$ cat src/rtl/core/ptt_pkg.sv
`default_nettype none
// ----------------------------------------------------------------------------
// ptt_pkg
// Shared types, codes and reset values of the push-to-talk controller.
// ----------------------------------------------------------------------------
package ptt_pkg;

    localparam int unsigned CMD_W   = 4;
    localparam int unsigned TIME_W  = 32;
    localparam int unsigned CODE_W  = 4;
    localparam int unsigned REG_W   = 2;

    typedef logic [TIME_W-1:0] time_t;

    typedef enum logic [CMD_W-1:0] {
        CMD_READY      = 4'd0,
        CMD_PRESS      = 4'd1,
        CMD_WAKE_PRESS = 4'd2,
        CMD_RELEASE    = 4'd3,
        CMD_TICK       = 4'd4,
        CMD_TRANSCRIPT = 4'd5,
        CMD_TOOL       = 4'd6,
        CMD_SPEECH     = 4'd7,
        CMD_FINISHED   = 4'd8,
        CMD_ACTIVITY   = 4'd9,
        CMD_FAIL       = 4'd10,
        CMD_SLEEP      = 4'd11
    } cmd_t;

    typedef enum logic [8:0] {
        MODE_BOOT  = 9'b000000001,
        MODE_IDLE  = 9'b000000010,
        MODE_REC   = 9'b000000100,
        MODE_TRANS = 9'b000001000,
        MODE_THINK = 9'b000010000,
        MODE_TOOL  = 9'b000100000,
        MODE_SPEAK = 9'b001000000,
        MODE_ERR   = 9'b010000000,
        MODE_SLEEP = 9'b100000000
    } mode_t;

    localparam logic [CODE_W-1:0] CODE_BOOT  = 4'd0;
    localparam logic [CODE_W-1:0] CODE_IDLE  = 4'd1;
    localparam logic [CODE_W-1:0] CODE_REC   = 4'd2;
    localparam logic [CODE_W-1:0] CODE_TRANS = 4'd3;
    localparam logic [CODE_W-1:0] CODE_THINK = 4'd4;
    localparam logic [CODE_W-1:0] CODE_TOOL  = 4'd5;
    localparam logic [CODE_W-1:0] CODE_SPEAK = 4'd6;
    localparam logic [CODE_W-1:0] CODE_ERR   = 4'd7;
    localparam logic [CODE_W-1:0] CODE_SLEEP = 4'd8;

    typedef enum logic [REG_W-1:0] {
        REG_TALK_HOLD  = 2'd0,
        REG_IDLE_SLEEP = 2'd1,
        REG_ERROR_SHOW = 2'd2
    } reg_idx_t;

    localparam time_t TALK_HOLD_RST  = 32'd300;
    localparam time_t IDLE_SLEEP_RST = 32'd60000;
    localparam time_t ERROR_SHOW_RST = 32'd3000;

    typedef struct packed {
        time_t talk_hold_time;
        time_t idle_sleep_time;
        time_t error_show_time;
    } cfg_t;

    function automatic logic [CODE_W-1:0] mode_code(input mode_t m);
        logic [CODE_W-1:0] c;
        case (m)
            MODE_BOOT:  c = CODE_BOOT;
            MODE_IDLE:  c = CODE_IDLE;
            MODE_REC:   c = CODE_REC;
            MODE_TRANS: c = CODE_TRANS;
            MODE_THINK: c = CODE_THINK;
            MODE_TOOL:  c = CODE_TOOL;
            MODE_SPEAK: c = CODE_SPEAK;
            MODE_ERR:   c = CODE_ERR;
            MODE_SLEEP: c = CODE_SLEEP;
            default:    c = CODE_BOOT;
        endcase
        return c;
    endfunction

endpackage
`default_nettype wire

$ cat src/rtl/core/ptt_if.sv
`default_nettype none
// ----------------------------------------------------------------------------
// ptt_if
// Channel interfaces: event input, result output and register writes.
// ----------------------------------------------------------------------------
interface ptt_evt_if;
    logic                         valid;
    logic                         ready;
    logic [ptt_pkg::CMD_W-1:0]    cmd;
    ptt_pkg::time_t               now_time;

    modport source (output valid, output cmd, output now_time, input ready);
    modport sink   (input valid, input cmd, input now_time, output ready);
endinterface

interface ptt_res_if;
    logic                         valid;
    logic                         ready;
    logic [ptt_pkg::CODE_W-1:0]   state_code;
    logic                         button_held;
    ptt_pkg::time_t               inactivity_time;

    modport source (output valid, output state_code, output button_held,
                    output inactivity_time, input ready);
    modport sink   (input valid, input state_code, input button_held,
                    input inactivity_time, output ready);
endinterface

interface ptt_cfg_if;
    logic                         valid;
    logic                         ready;
    logic [ptt_pkg::REG_W-1:0]    reg_index;
    ptt_pkg::time_t               wr_data;

    modport source (output valid, output reg_index, output wr_data, input ready);
    modport sink   (input valid, input reg_index, input wr_data, output ready);
endinterface
`default_nettype wire

$ cat src/rtl/core/push_to_talk_interaction_fsm.sv
`default_nettype none
// ----------------------------------------------------------------------------
// push_to_talk_interaction_fsm
// Push-to-talk interaction controller: one result beat per event beat.
// ----------------------------------------------------------------------------
// Flow: an accepted event beat is held in the event register; once the
// result register is empty or being taken, its state update moves into it.
// Throughput: one event per cycle while the result side does not stall;
// state update runs from the event register into the result register.
// Reset: asynchronous, active low; state returns to booting, flags and
// timestamps clear, timeouts return to 300, 60000 and 3000 ms.
// ----------------------------------------------------------------------------
module push_to_talk_interaction_fsm (
    input  wire logic clk,
    input  wire logic rst_n,
    ptt_cfg_if.sink   cfg,
    ptt_evt_if.sink   evt,
    ptt_res_if.source res
);

    ptt_pkg::cfg_t cfg_q;

    ptt_cfg_regs u_cfg_regs (
        .clk   (clk),
        .rst_n (rst_n),
        .cfg   (cfg),
        .cfg_q (cfg_q)
    );

    ptt_core u_core (
        .clk   (clk),
        .rst_n (rst_n),
        .cfg_q (cfg_q),
        .evt   (evt),
        .res   (res)
    );

endmodule
`default_nettype wire

$ cat src/rtl/core/ptt_cfg_regs.sv
`default_nettype none
// ----------------------------------------------------------------------------
// ptt_cfg_regs
// Timeout registers, written one beat at a time from the write channel.
// ----------------------------------------------------------------------------
module ptt_cfg_regs (
    input  wire logic    clk,
    input  wire logic    rst_n,
    ptt_cfg_if.sink      cfg,
    output ptt_pkg::cfg_t cfg_q
);

    ptt_pkg::cfg_t cfg_reg;
    ptt_pkg::cfg_t cfg_next;

    assign cfg.ready = 1'b1;
    assign cfg_q     = cfg_reg;

    always_comb
    begin
        cfg_next = cfg_reg;
        if (cfg.valid)
        begin
            case (ptt_pkg::reg_idx_t'(cfg.reg_index))
                ptt_pkg::REG_TALK_HOLD:  cfg_next.talk_hold_time  = cfg.wr_data;
                ptt_pkg::REG_IDLE_SLEEP: cfg_next.idle_sleep_time = cfg.wr_data;
                ptt_pkg::REG_ERROR_SHOW: cfg_next.error_show_time = cfg.wr_data;
                default:                 cfg_next = cfg_reg;
            endcase
        end
    end

    always_ff @(posedge clk or negedge rst_n)
    begin
        if (!rst_n)
        begin
            cfg_reg.talk_hold_time  <= ptt_pkg::TALK_HOLD_RST;
            cfg_reg.idle_sleep_time <= ptt_pkg::IDLE_SLEEP_RST;
            cfg_reg.error_show_time <= ptt_pkg::ERROR_SHOW_RST;
        end
        else
        begin
            cfg_reg <= cfg_next;
        end
    end

endmodule
`default_nettype wire

$ cat src/rtl/core/ptt_core.sv
`default_nettype none
// ----------------------------------------------------------------------------
// ptt_core
// Event register, state update and result register of the controller.
// ----------------------------------------------------------------------------
module ptt_core (
    input  wire logic     clk,
    input  wire logic     rst_n,
    input  wire ptt_pkg::cfg_t cfg_q,
    ptt_evt_if.sink       evt,
    ptt_res_if.source     res
);

    logic                      in_valid_reg;
    logic [ptt_pkg::CMD_W-1:0] cmd_reg;
    ptt_pkg::time_t            time_reg;

    ptt_pkg::mode_t            mode_reg, mode_next;
    logic                      pressed_reg, pressed_next;
    logic                      wake_reg, wake_next;
    ptt_pkg::time_t            press_reg, press_next;
    ptt_pkg::time_t            activity_reg, activity_next;
    ptt_pkg::time_t            entry_reg, entry_next;

    logic                      out_valid_reg;
    logic [ptt_pkg::CODE_W-1:0] code_reg;
    logic                      held_reg;
    ptt_pkg::time_t            inact_reg;

    logic                      advance;
    ptt_pkg::time_t            since_press;
    ptt_pkg::time_t            since_activity;
    ptt_pkg::time_t            since_entry;

    assign advance   = in_valid_reg && (!out_valid_reg || res.ready);
    assign evt.ready = !in_valid_reg || advance;

    assign res.valid           = out_valid_reg;
    assign res.state_code      = code_reg;
    assign res.button_held     = held_reg;
    assign res.inactivity_time = inact_reg;

    assign since_press    = time_reg - press_reg;
    assign since_activity = time_reg - activity_reg;
    assign since_entry    = time_reg - entry_reg;

    always_comb
    begin
        mode_next     = mode_reg;
        pressed_next  = pressed_reg;
        wake_next     = wake_reg;
        press_next    = press_reg;
        activity_next = activity_reg;
        entry_next    = entry_reg;
        case (ptt_pkg::cmd_t'(cmd_reg))
            ptt_pkg::CMD_READY:
            begin
                pressed_next  = 1'b0;
                wake_next     = 1'b0;
                mode_next     = ptt_pkg::MODE_IDLE;
                entry_next    = time_reg;
                activity_next = time_reg;
            end
            ptt_pkg::CMD_PRESS:
            begin
                if (mode_reg != ptt_pkg::MODE_SLEEP && !pressed_reg)
                begin
                    if (mode_reg != ptt_pkg::MODE_IDLE)
                    begin
                        mode_next  = ptt_pkg::MODE_IDLE;
                        entry_next = time_reg;
                    end
                    pressed_next  = 1'b1;
                    wake_next     = 1'b0;
                    press_next    = time_reg;
                    activity_next = time_reg;
                end
            end
            ptt_pkg::CMD_WAKE_PRESS:
            begin
                if (mode_reg == ptt_pkg::MODE_IDLE && !pressed_reg)
                begin
                    pressed_next  = 1'b1;
                    wake_next     = 1'b1;
                    press_next    = time_reg;
                    activity_next = time_reg;
                end
            end
            ptt_pkg::CMD_RELEASE:
            begin
                if (pressed_reg)
                begin
                    pressed_next  = 1'b0;
                    wake_next     = 1'b0;
                    activity_next = time_reg;
                    if (mode_reg == ptt_pkg::MODE_REC)
                    begin
                        mode_next  = ptt_pkg::MODE_TRANS;
                        entry_next = time_reg;
                    end
                    else if (mode_reg == ptt_pkg::MODE_IDLE && !wake_reg)
                    begin
                        mode_next  = ptt_pkg::MODE_SLEEP;
                        entry_next = time_reg;
                    end
                end
            end
            ptt_pkg::CMD_TICK:
            begin
                if (mode_reg == ptt_pkg::MODE_IDLE && pressed_reg
                    && since_press >= cfg_q.talk_hold_time)
                begin
                    mode_next  = ptt_pkg::MODE_REC;
                    entry_next = time_reg;
                end
                else if (mode_reg == ptt_pkg::MODE_IDLE && !pressed_reg
                         && since_activity >= cfg_q.idle_sleep_time)
                begin
                    mode_next  = ptt_pkg::MODE_SLEEP;
                    entry_next = time_reg;
                end
                else if (mode_reg == ptt_pkg::MODE_ERR
                         && since_entry >= cfg_q.error_show_time)
                begin
                    mode_next     = ptt_pkg::MODE_IDLE;
                    entry_next    = time_reg;
                    activity_next = time_reg;
                end
            end
            ptt_pkg::CMD_TRANSCRIPT:
            begin
                if (mode_reg == ptt_pkg::MODE_TRANS)
                begin
                    mode_next  = ptt_pkg::MODE_THINK;
                    entry_next = time_reg;
                end
            end
            ptt_pkg::CMD_TOOL:
            begin
                if (mode_reg == ptt_pkg::MODE_THINK)
                begin
                    mode_next  = ptt_pkg::MODE_TOOL;
                    entry_next = time_reg;
                end
            end
            ptt_pkg::CMD_SPEECH:
            begin
                if (mode_reg inside {ptt_pkg::MODE_THINK, ptt_pkg::MODE_TOOL})
                begin
                    mode_next  = ptt_pkg::MODE_SPEAK;
                    entry_next = time_reg;
                end
            end
            ptt_pkg::CMD_FINISHED:
            begin
                if (mode_reg inside {ptt_pkg::MODE_TRANS, ptt_pkg::MODE_THINK,
                                     ptt_pkg::MODE_TOOL, ptt_pkg::MODE_SPEAK})
                begin
                    mode_next     = ptt_pkg::MODE_IDLE;
                    entry_next    = time_reg;
                    activity_next = time_reg;
                end
            end
            ptt_pkg::CMD_ACTIVITY:
            begin
                if (mode_reg == ptt_pkg::MODE_IDLE && !pressed_reg)
                begin
                    activity_next = time_reg;
                end
            end
            ptt_pkg::CMD_FAIL:
            begin
                if (mode_reg != ptt_pkg::MODE_SLEEP)
                begin
                    pressed_next = 1'b0;
                    wake_next    = 1'b0;
                    mode_next    = ptt_pkg::MODE_ERR;
                    entry_next   = time_reg;
                end
            end
            ptt_pkg::CMD_SLEEP:
            begin
                pressed_next = 1'b0;
                wake_next    = 1'b0;
                mode_next    = ptt_pkg::MODE_SLEEP;
            end
            default:
            begin
                mode_next = mode_reg;
            end
        endcase
    end

    always_ff @(posedge clk or negedge rst_n)
    begin
        if (!rst_n)
        begin
            in_valid_reg  <= 1'b0;
            out_valid_reg <= 1'b0;
            mode_reg      <= ptt_pkg::MODE_BOOT;
            pressed_reg   <= 1'b0;
            wake_reg      <= 1'b0;
            press_reg     <= '0;
            activity_reg  <= '0;
            entry_reg     <= '0;
        end
        else
        begin
            if (evt.ready)
            begin
                in_valid_reg <= evt.valid;
            end
            if (advance)
            begin
                out_valid_reg <= 1'b1;
                mode_reg      <= mode_next;
                pressed_reg   <= pressed_next;
                wake_reg      <= wake_next;
                press_reg     <= press_next;
                activity_reg  <= activity_next;
                entry_reg     <= entry_next;
            end
            else if (res.ready)
            begin
                out_valid_reg <= 1'b0;
            end
        end
    end

    always_ff @(posedge clk)
    begin
        if (evt.ready && evt.valid)
        begin
            cmd_reg  <= evt.cmd;
            time_reg <= evt.now_time;
        end
        if (advance)
        begin
            code_reg  <= ptt_pkg::mode_code(mode_next);
            held_reg  <= pressed_next;
            inact_reg <= time_reg - activity_next;
        end
    end

endmodule
`default_nettype wire

$ cat src/flat_wrapper.sv
// flat-port wrapper written by rule: the top's interface ports become plain ports
module push_to_talk_interaction_fsm_flat 
  (clk, rst_n, cfg_valid, cfg_reg_index, cfg_wr_data, cfg_ready, evt_valid, evt_cmd, evt_now_time, evt_ready, res_valid, res_state_code, res_button_held, res_inactivity_time, res_ready);
  ptt_cfg_if cfg_i ();
  ptt_evt_if evt_i ();
  ptt_res_if res_i ();
  input  wire logic clk;
  input  wire logic rst_n;
  input wire logic [$bits(cfg_i.valid)-1:0] cfg_valid;
  input wire logic [$bits(cfg_i.reg_index)-1:0] cfg_reg_index;
  input wire logic [$bits(cfg_i.wr_data)-1:0] cfg_wr_data;
  output wire logic [$bits(cfg_i.ready)-1:0] cfg_ready;
  input wire logic [$bits(evt_i.valid)-1:0] evt_valid;
  input wire logic [$bits(evt_i.cmd)-1:0] evt_cmd;
  input wire logic [$bits(evt_i.now_time)-1:0] evt_now_time;
  output wire logic [$bits(evt_i.ready)-1:0] evt_ready;
  output wire logic [$bits(res_i.valid)-1:0] res_valid;
  output wire logic [$bits(res_i.state_code)-1:0] res_state_code;
  output wire logic [$bits(res_i.button_held)-1:0] res_button_held;
  output wire logic [$bits(res_i.inactivity_time)-1:0] res_inactivity_time;
  input wire logic [$bits(res_i.ready)-1:0] res_ready;
  assign cfg_i.valid = cfg_valid;
  assign cfg_i.reg_index = cfg_reg_index;
  assign cfg_i.wr_data = cfg_wr_data;
  assign cfg_ready = cfg_i.ready;
  assign evt_i.valid = evt_valid;
  assign evt_i.cmd = evt_cmd;
  assign evt_i.now_time = evt_now_time;
  assign evt_ready = evt_i.ready;
  assign res_valid = res_i.valid;
  assign res_state_code = res_i.state_code;
  assign res_button_held = res_i.button_held;
  assign res_inactivity_time = res_i.inactivity_time;
  assign res_i.ready = res_ready;
  push_to_talk_interaction_fsm u_core (.clk(clk), .rst_n(rst_n), .cfg(cfg_i), .evt(evt_i), .res(res_i));
endmodule
$ cat config.mk
export PLATFORM = sky130hd
export DESIGN_NAME = push_to_talk_interaction_fsm_flat
export DESIGN_NICKNAME = d
export VERILOG_FILES = /design/src/rtl/core/ptt_pkg.sv /design/src/rtl/core/ptt_if.sv /design/src/rtl/core/push_to_talk_interaction_fsm.sv /design/src/rtl/core/ptt_cfg_regs.sv /design/src/rtl/core/ptt_core.sv /design/src/flat_wrapper.sv
export SDC_FILE = /design/constraint.sdc
export NUM_CORES = 1
export LEC_CHECK = 0
export ABC_AREA = 1
export BUFFER_PORTS_ARGS = -buffer_cell sky130_fd_sc_hd__clkbuf_2
export CAP_MARGIN = 20
export CORE_MARGIN = 3
export CORE_UTILIZATION = 40
export CTS_BUF_LIST = sky130_fd_sc_hd__clkbuf_4
export DETAILED_ROUTE_END_ITERATION = 12
export SYNTH_ARGS = -nofsm -noshare
export SYNTH_HDL_FRONTEND = slang
export SYNTH_SLANG_ARGS = --single-unit
$ cat constraint.sdc
create_clock -name clk -period 10.22 [get_ports clk]
set_input_delay 1.022 -clock clk [delete_from_list [all_inputs] [get_ports clk]]
set_output_delay 1.022 -clock clk [all_outputs]
set_load 0.1 [all_outputs]
==> impl_metrics.toml, run 1 <==
[critical_path]
crit_fanout = 26
ff2ff_path_depth = 42
worst_ep_required_time_ns = 10.76
cp_common_cell = "nand2_1"
slowest_stage = "nor2_2"
cp_top_family = "compound AO/OA/AOI/OAI gates"
cp-end-kind = "flip-flop"
crit_path_start_kind = "flip-flop"
path_buf_inv = 3
arrival_ns = 8.67
cp_num_cells = 42
cp_slowest_stage_delay_ns = 0.69
critical_path_class = "flip-flop to flip-flop"

[place]
post-place-cells = 3401
port_buffers = 113
hpwl_mm = 46.5
gp_congestion = 0.925
place_ws_ns = 2.22

[final_layout]
largest_register_ffs = 96
drive_above_1_share_pct = 11.6
final_net_count = 3109
area_growth_pct = 11.6
n_fill_cell = 5136
multi_input_area_mm2 = 0.0111
fin_cells = 3548
regArea_mm2 = 0.00735

[clock_tree]
cts_tree = "yes"
cts_buffer_depth = 3
clk_latency_ns = 0.84
cts_buffers = 79
cts_max_level = 3
path_clk_slew_ns = 0.06
ctsHoldBuffers = 0
root_buffer = "clkbuf_4"
post_cts_buffers = 0
post_cts_resized = 0
cts_sinks = 278

[timing]
fin_setup_tns_ns = 0
hold_viol = 0
grt_setup_unrepaired = "false"
fmax_mhz = 123
finalSetupViolCount = 0
period_share_pct = 79.6
relSlewSlack_pct = 30.5
setup_slack_ns = 2.08
worst_slew_pin_slew_ns = 1.04
final.min_clock_period_ns = 8.14
skew_ns = 0.0759
maxSlewViolCount = 0

[logic_synthesis]
async_reset_ff_share_pct = 73.7
synth_edf_count = 73
synth_top_area_share_pct = 22.9
seq_area_frac_synth_pct = 36.1
syn_nets = 2955
ys_types = 60
synth_flop_cell = "dfrtp_1"
yosysTopAreaCell = "dfrtp_1"
yosysWarnings = 0
synth_most_common_cell = "nand2_1"
synth_cells = 2656
avgSynthCellArea_um2 = 7.67
synthTopCellsByArea = "dfrtp_1, ha_1, nand2_1, edfxtp_1, inv_1"
syn_area_mm2 = 0.0204
synth.top_cells.by_count = "nand2_1, inv_1, ha_1"
synth_seq_cells = 278

[drt]
wl_mm = 60.6
drt-pass1-iter-count = 5
first_iter_violations = 1343
routedWlPerCell_um = 17.1
routed_via_density = 5.20
drc_errors = 0
ant_nets = 0
vias = 18500

[hold_path]
hold_class = "input pin to asynchronous set/reset pin"

[pwr]
pwr-share-comb_pct = 59.7
p_int_mw = 3.49
power_frac_seq_pct = 24.1
total_leakage_power_nw = 11.5
p_sw_mw = 3.48
totalPowerFinal_mw = 6.97
max-vdd-ir-drop_uv = 90.6
p_clk_share_pct = 16.1
p_sw_share_pct = 50.0
power.density_mw_per_mm2 = 307

[floorplan]
rows = 82
core-area_mm2 = 0.0503
io_pins = 115
die_x_um = 232
initial_core_util_pct = 40.5
die_y_um = 232
die_area_mm2 = 0.0537

[global_route]
grt_pass1_wl_mm = 96.4
antenna_found_initial = 1
grt-ovfl-total = 0
grt_pass1_vias = 18000
grt_start_max_net_pins = 91
grt_usage_pct = 22.7

[outcome]
outcome = "completed"

[flow_run]
drv_cap = 0
==> worst paths after layout <==
| kind | startpoint | endpoint | slack (ns) |
|---|---|---|---|
| min | rst_n | u_core.u_core.mode_reg[3] | 0.19 |
| max reg2reg | u_core.u_core.time_reg[0] | u_core.u_core.res.inactivity_time[25] | 2.08 |
| max in group asynchronous | rst_n | u_core.u_cfg_regs.cfg_q[70] | 8.57 |
| max | u_core.u_core.time_reg[0] | u_core.u_core.res.inactivity_time[25] | 2.08 |
| min reg2reg | u_core.u_core.entry_reg[30] | u_core.u_core.entry_reg[30] | 0.47 |
| min in group clk | evt_now_time[2] | u_core.u_core.time_reg[2] | 0.39 |
==> power by group through the flow <==
stage	clock network [mW]	registers (mW)	logic [mW]
floorplan	0	2.08	2.68
global placement	0	1.69	4.03
detailed placement	0	1.70	4.12
CTS	1.17	1.68	4.15
global route	1.22	1.72	4.69
finish	1.13	1.68	4.16
==> metal layers <==
layer | vias to the layer above | GRT usage, % | part of all wire, %
li1 | 9110 | - | -
met1 | 8736 | 33.0 | 49
met2 | 544 | 35.5 | 44
met3 | 77 | 3.04 | 5.4
met4 | 0 | 6.16 | 1.8
met5 | - | 0 | 0
==> cells in the final DEF (no fill, tap or decap), drive strengths merged, types with 4 or more instances in the layout <==
master / n
a211oi: 6
a21boi: 13
a21o: 12
a21oi: 207
a221oi: 7
a31oi: 25
buf: 13
clkbuf: 234
clkinv: 19
dfrtp: 186
dfstp: 19
edfxtp: 73
fa: 4
ha: 220
inv: 436
nand2: 607
nand3: 119
nand4: 18
nor2: 185
nor3: 29
nor4: 9
o2111ai: 5
o211ai: 10
o21a: 9
o21ai: 254
o21bai: 10
o22ai: 4
xnor2: 30
xor2: 89
==> metrics by stage <==
stage / utilization [%] / hold slack [ns] / cell area [um^2]
6_report: 45.2 / 0.190 / 22700
3_3_place_gp: 43.0 / 0.454 / 21600
5_1_grt: 45.2 / 0.197 / 22700
2_1_floorplan: - / 0.442 / 20400
3_5_place_dp: 43.1 / 0.460 / 21600
4_1_cts: 45.2 / 0.150 / 22700
==> cells by family after synthesis <==
logic type      share of synthesized area, %
simple gates                            19.9
fa+ha+maj                               13.9
buf+inv                                 9.35
xor+xnor                                5.12
compound gates                          15.6
flops                                   36.1
other cells                           0.0184
==> final cells by class <==
class                           instances  share of cell area [%]
Antenna cell                            1                  0.0110
Clock buffer                          121                    4.00
Clock inverter                         25                   0.787
Inverter                              434                    7.17
Multi-Input combinational cell       1891                    49.0
Sequential cell                       278                    32.3
Tap cell                              672                    3.70
Timing Repair Buffer                  126                    3.04
(Power assumes the default switching activity.)
==> run 2, diff against run 1 <==
==> constraint.sdc (replaced) <==
create_clock -name clk -period 7 [get_ports clk]
set_input_delay 0.7 -clock clk [delete_from_list [all_inputs] [get_ports clk]]
set_output_delay 0.7 -clock clk [all_outputs]
set_load 0.1 [all_outputs]
==> impl_metrics.toml, run 2 (synthesized netlist as in run 1, its figures left out) <==
[outcome]
outcome = "completed"

[global_route]
grt-ovfl-total = 0
grt_pass1_vias = 18300
grt_usage_pct = 23.7
antenna_found_initial = 2
grt_start_max_net_pins = 93
grt_pass1_wl_mm = 99.5

[hold_path]
hold_class = "input pin to flip-flop"
hold_depth = 1
holdPathEnd = "u_core.u_core.time_reg[1]"
worstHoldStart = "evt_now_time[1]"

[drt]
drt-pass1-iter-count = 7
wl_mm = 63.2
first_iter_violations = 1258
vias = 18600
routedWlPerCell_um = 17.3
routed_via_density = 5.11
ant_nets = 0
drc_errors = 0

[timing]
finalSetupViolCount = 0
worst_slew_pin_slew_ns = 0.992
setup_slack_ns = 0.435
final.min_clock_period_ns = 6.56
period_share_pct = 93.8
relSlewSlack_pct = 33.9
maxSlewViolCount = 0
fin_setup_tns_ns = 0
fmax_mhz = 152
hold_viol = 0
skew_ns = 0.0526

[pwr]
p_clk_share_pct = 15.6
p_sw_share_pct = 49.9
p_int_mw = 5.22
power.density_mw_per_mm2 = 441
pwr-share-comb_pct = 60.9
power_frac_seq_pct = 23.4
total_leakage_power_nw = 11.9
max-vdd-ir-drop_uv = 123
p_sw_mw = 5.19

[final_layout]
final_cell_mix = "nand2_1, inv_1, ha_1"
fin_cells = 3652
final_net_count = 3209
area_growth_pct = 15.9
layout_commonest_cell = "nand2_1"
largest_register_ffs = 96
final_cell_area_mm2 = 0.0236
drive_above_1_share_pct = 14.4
n_fill_cell = 5069

[critical_path]
slowest_stage = "edfxtp_1"
crit_fanout = 22
r2r_slack_ns = 0.44
arrival_ns = 7.12
cp_slowest_stage_delay_ns = 0.44
crit_path_start_kind = "flip-flop"
cp_common_cell = "nand2_1"
worst_ep_required_time_ns = 7.55
regToRegStartpoint = "u_core.u_core.time_reg[0]"
cp-end-kind = "flip-flop"
startpoint = "u_core.u_core.time_reg[0]"
regToRegEndpoint = "u_core.u_core.res.inactivity_time[22]"
ff2ff_path_depth = 41
critical_path_class = "flip-flop to flip-flop"

[place]
place_ws_ns = 0.187
hpwl_mm = 48.6
placedInstanceArea_mm2 = 0.0222
port_buffers = 113
gp_congestion = 0.939
post-place-cells = 3475

[floorplan]
die_y_um = 232
initial_core_util_pct = 40.5
core-area_mm2 = 0.0503
io_pins = 115
die_x_um = 232
rows = 82
die_area_mm2 = 0.0537

[clock_tree]
root_buffer = "clkbuf_4"
cts_buffers = 83
cts_sinks = 278
cts_max_level = 3
path_clk_slew_ns = 0.07
cts_tree = "yes"
cts_buffer_depth = 3
clk_latency_ns = 0.83

[flow_run]
drv_cap = 0
## run 2: cell types whose count changed in the layout (fill, tap and decap cells not counted), moves of 4 or more
| cell | delta |
|---|---|
| dlygate4sd3_1 | +18 |
| nand2_2 | +4 |
| clkinv_2 | +7 |
| buf_4 | +76 |
| clkinv_1 | +6 |
| nand2_1 | -4 |
| clkbuf_4 | -5 |
## run 2: worst max path at each step
stage                                                  endpoint  depth (start not counted)  slack, ns
after floorplan           u_core.u_core.res.inactivity_time[25]                         42       1.06
after global placement    u_core.u_core.res.inactivity_time[28]                         45       0.36
after detailed placement  u_core.u_core.res.inactivity_time[22]                         41       0.19
after CTS                 u_core.u_core.res.inactivity_time[22]                         41       0.18
after global routing      u_core.u_core.res.inactivity_time[28]                         45      -0.02
final                     u_core.u_core.res.inactivity_time[22]                         41       0.44
## run 2: layer usage
layer  vias to the layer above  track usage, %  routed length [um]
met5                         -               0                   0
li1                       9332               -                   -
met3                        87            3.58                3980
met1                      8686            35.2               31000
met4                         0            7.51                1400
met2                       544            35.4               26800
## run 2: stage by stage
stage / util [%] / total power [mW] / hold slack (ns)
after global placement: 44.1 / 8.54 / 0.454
after CTS: 46.7 / 10.4 / 0.000807
final: 46.9 / 10.4 / 0.0869
after global routing: 46.9 / 11.4 / 0.0247
after detailed placement: 44.1 / 8.67 / 0.458
after floorplan: - / 6.96 / 0.404
## run 2: area by class of cell
type                    instances  area (um^2)  share of cell area [%]
clock buffers                 116          871                    3.69
repair buffers                222         1490                    6.32
clock inverters                38          210                   0.891
diodes                          1         2.50                  0.0106
well taps                     672          841                    3.56
multi-input cells            1891        11200                    47.5
flip-flops and latches        278         7350                    31.1
inverters                     434         1630                    6.90
## run 2: power by group through the flow
stage	clock (mW)	combinational, mW	sequential [mW]
after floorplan	0	3.92	3.04
after global placement	0	6.09	2.45
after detailed placement	0	6.21	2.46
after CTS	1.70	6.27	2.43
after global routing	1.78	7.15	2.48
final	1.63	6.34	2.44
## run 2: worst max-delay path: cells and delay by family, from the launching register on
| kind | cells | cell delay (ns) |
|---|---|---|
| AOI/OAI and AO/OA | 13 | 1.99 |
| and+or+nand+nor | 18 | 1.93 |
| adders and majority gates | 5 | 1.37 |
| DFF | 1 | 0.44 |
| buffers and inverters | 4 | 0.38 |
| xor gates and xnor gates | 1 | 0.15 |
## run 2: timing repair
action | in CTS | in global routing
setup endpoints to repair | 0 | 19
hold buffers | 18 | 0
buffers inserted | 0 | 2
endpoints found under the hold margin | 86 | 0
gates resized for setup | 0 | 21
==> run 3, diff against run 2 <==
--- a/config.mk
+++ b/config.mk
@@ -12,6 +12,7 @@
 export CORE_UTILIZATION = 40
 export CTS_BUF_LIST = sky130_fd_sc_hd__clkbuf_4
 export DETAILED_ROUTE_END_ITERATION = 12
+export PLACE_DENSITY_LB_ADDON = 0.25
 export SYNTH_ARGS = -nofsm -noshare
 export SYNTH_HDL_FRONTEND = slang
 export SYNTH_SLANG_ARGS = --single-unit
==> impl_metrics.toml, run 3 (synthesized netlist as in run 1, its figures left out) <==
[pwr]
total_leakage_power_nw = 11.8
power.density_mw_per_mm2 = 441
max-vdd-ir-drop_uv = 128

[critical_path]
arrival_ns = 6.96
critical_path_class = "flip-flop to flip-flop"
regToRegStartpoint = "u_core.u_core.time_reg[0]"
cp-end-kind = "flip-flop"
startpoint = "u_core.u_core.time_reg[0]"
slowest_stage = "edfxtp_1"
crit_fanout = 4
worst_ep_required_time_ns = 7.55
ff2ff_path_depth = 41
cp_slowest_stage_delay_ns = 0.45
crit_path_start_kind = "flip-flop"
cp_common_cell = "nand2_1"

[timing]
maxSlewViolCount = 0
finalSetupViolCount = 0
fmax_mhz = 156
fin_setup_tns_ns = 0
period_share_pct = 91.6
hold-worst-slack_ns = 0.0773
skew_ns = 0.0645
hold_viol = 0
final.min_clock_period_ns = 6.41
relSlewSlack_pct = 34.5
setup_slack_ns = 0.585
worst_slew_pin_slew_ns = 0.983

[place]
gp_congestion = 0.969
port_buffers = 113
hpwl_mm = 47.7
place_ws_ns = 0.0862

[drt]
drc_errors = 0
first_iter_violations = 1599
routedWlPerCell_um = 17.1
ant_nets = 0
wl_mm = 62.1
drt-pass1-iter-count = 5
vias = 18600
routed_via_density = 5.12

[hold_path]
hold_class = "input pin to flip-flop"
worstHoldStart = "evt_now_time[23]"
hold_depth = 1

[outcome]
outcome = "completed"

[clock_tree]
path_clk_slew_ns = 0.08
root_buffer = "clkbuf_4"
cts_sinks = 278
cts_buffers = 83
cts_tree = "yes"
cts_max_level = 3
cts_buffer_depth = 3
clk_latency_ns = 0.83

[final_layout]
largest_register_ffs = 96
layout_commonest_cell = "nand2_1"
drive_above_1_share_pct = 14.1
final_cell_mix = "nand2_1, inv_1, ha_1"
n_fill_cell = 5117
area_growth_pct = 15.1
final_util_pct = 46.6
final_net_count = 3187

[global_route]
grt_start_max_net_pins = 120
grt_pass1_vias = 18400
grt-ovfl-total = 0
grt_pass1_wl_mm = 98.1
antenna_found_initial = 4
grt_usage_pct = 23.2

[floorplan]
initial_core_util_pct = 40.5
core-area_mm2 = 0.0503
die_y_um = 232
io_pins = 115
die_area_mm2 = 0.0537
rows = 82
die_x_um = 232

[flow_run]
drv_cap = 0
-- run 3: timing repair --
item,CTS,global route
hold buffers,17,0
endpoints found under the hold margin,97,0
buffers inserted,0,7
endpoints found under the setup margin,0,23
gates resized for setup,0,27
-- run 3: area by class of cell --
cell class | count | area (um^2) | area share [%]
Inverter | 434 | 1630 | 6.95
Tap cell | 672 | 841 | 3.59
Multi-Input combinational cell | 1891 | 11200 | 47.9
Clock inverter | 28 | 146 | 0.624
Antenna cell | 2 | 5.00 | 0.0213
Timing Repair Buffer | 200 | 1310 | 5.60
Sequential cell | 278 | 7350 | 31.3
Clock buffer | 126 | 946 | 4.03
-- run 3: worst paths after layout --
check / end / slack [ns]
min in group asynchronous: u_core.u_core.mode_reg[5] / 0.47
worst min-delay path: u_core.u_core.time_reg[23] / 0.08
worst min register to register: u_core.u_core.entry_reg[29] / 0.47
max in group asynchronous: u_core.u_cfg_regs.cfg_q[40] / 5.31
worst max-delay path: u_core.u_core.res.inactivity_time[25] / 0.59
worst max register to register: u_core.u_core.res.inactivity_time[25] / 0.59
-- run 3: report_power, final --
part	internal, mW	switching, mW
Combinational	2.14	4.13
Sequential	2.19	0.254
Clock	0.862	0.776
Total	5.19	5.16
-- run 3: through the flow --
step	cells	total power [mW]	cell area [um^2]
5_1_grt	3630	11.3	23400
2_1_floorplan	2656	6.96	20400
6_report	3631	10.3	23500
4_1_cts	3622	10.3	23300
3_5_place_dp	3451	8.56	22000
3_3_place_gp	3450	8.43	22000
-- run 3: layer usage --
| metal | vias up | wire length (um) | global-route usage (%) |
|---|---|---|---|
| met2 | 486 | 26100 | 35.1 |
| met1 | 8728 | 30800 | 33.7 |
| li1 | 9288 | - | - |
| met5 | - | 0 | 0 |
| met3 | 94 | 3740 | 3.99 |
| met4 | 0 | 1580 | 7.69 |
-- run 3: critical path: cells and delay by family (launching register included) --
kind / cells / cell delay (ns)
flops: 1 / 0.45
buf+inv: 3 / 0.23
simple gates: 20 / 1.90
compound gates: 13 / 2.28
fa+ha+maj: 4 / 1.15
xor+xnor: 1 / 0.14
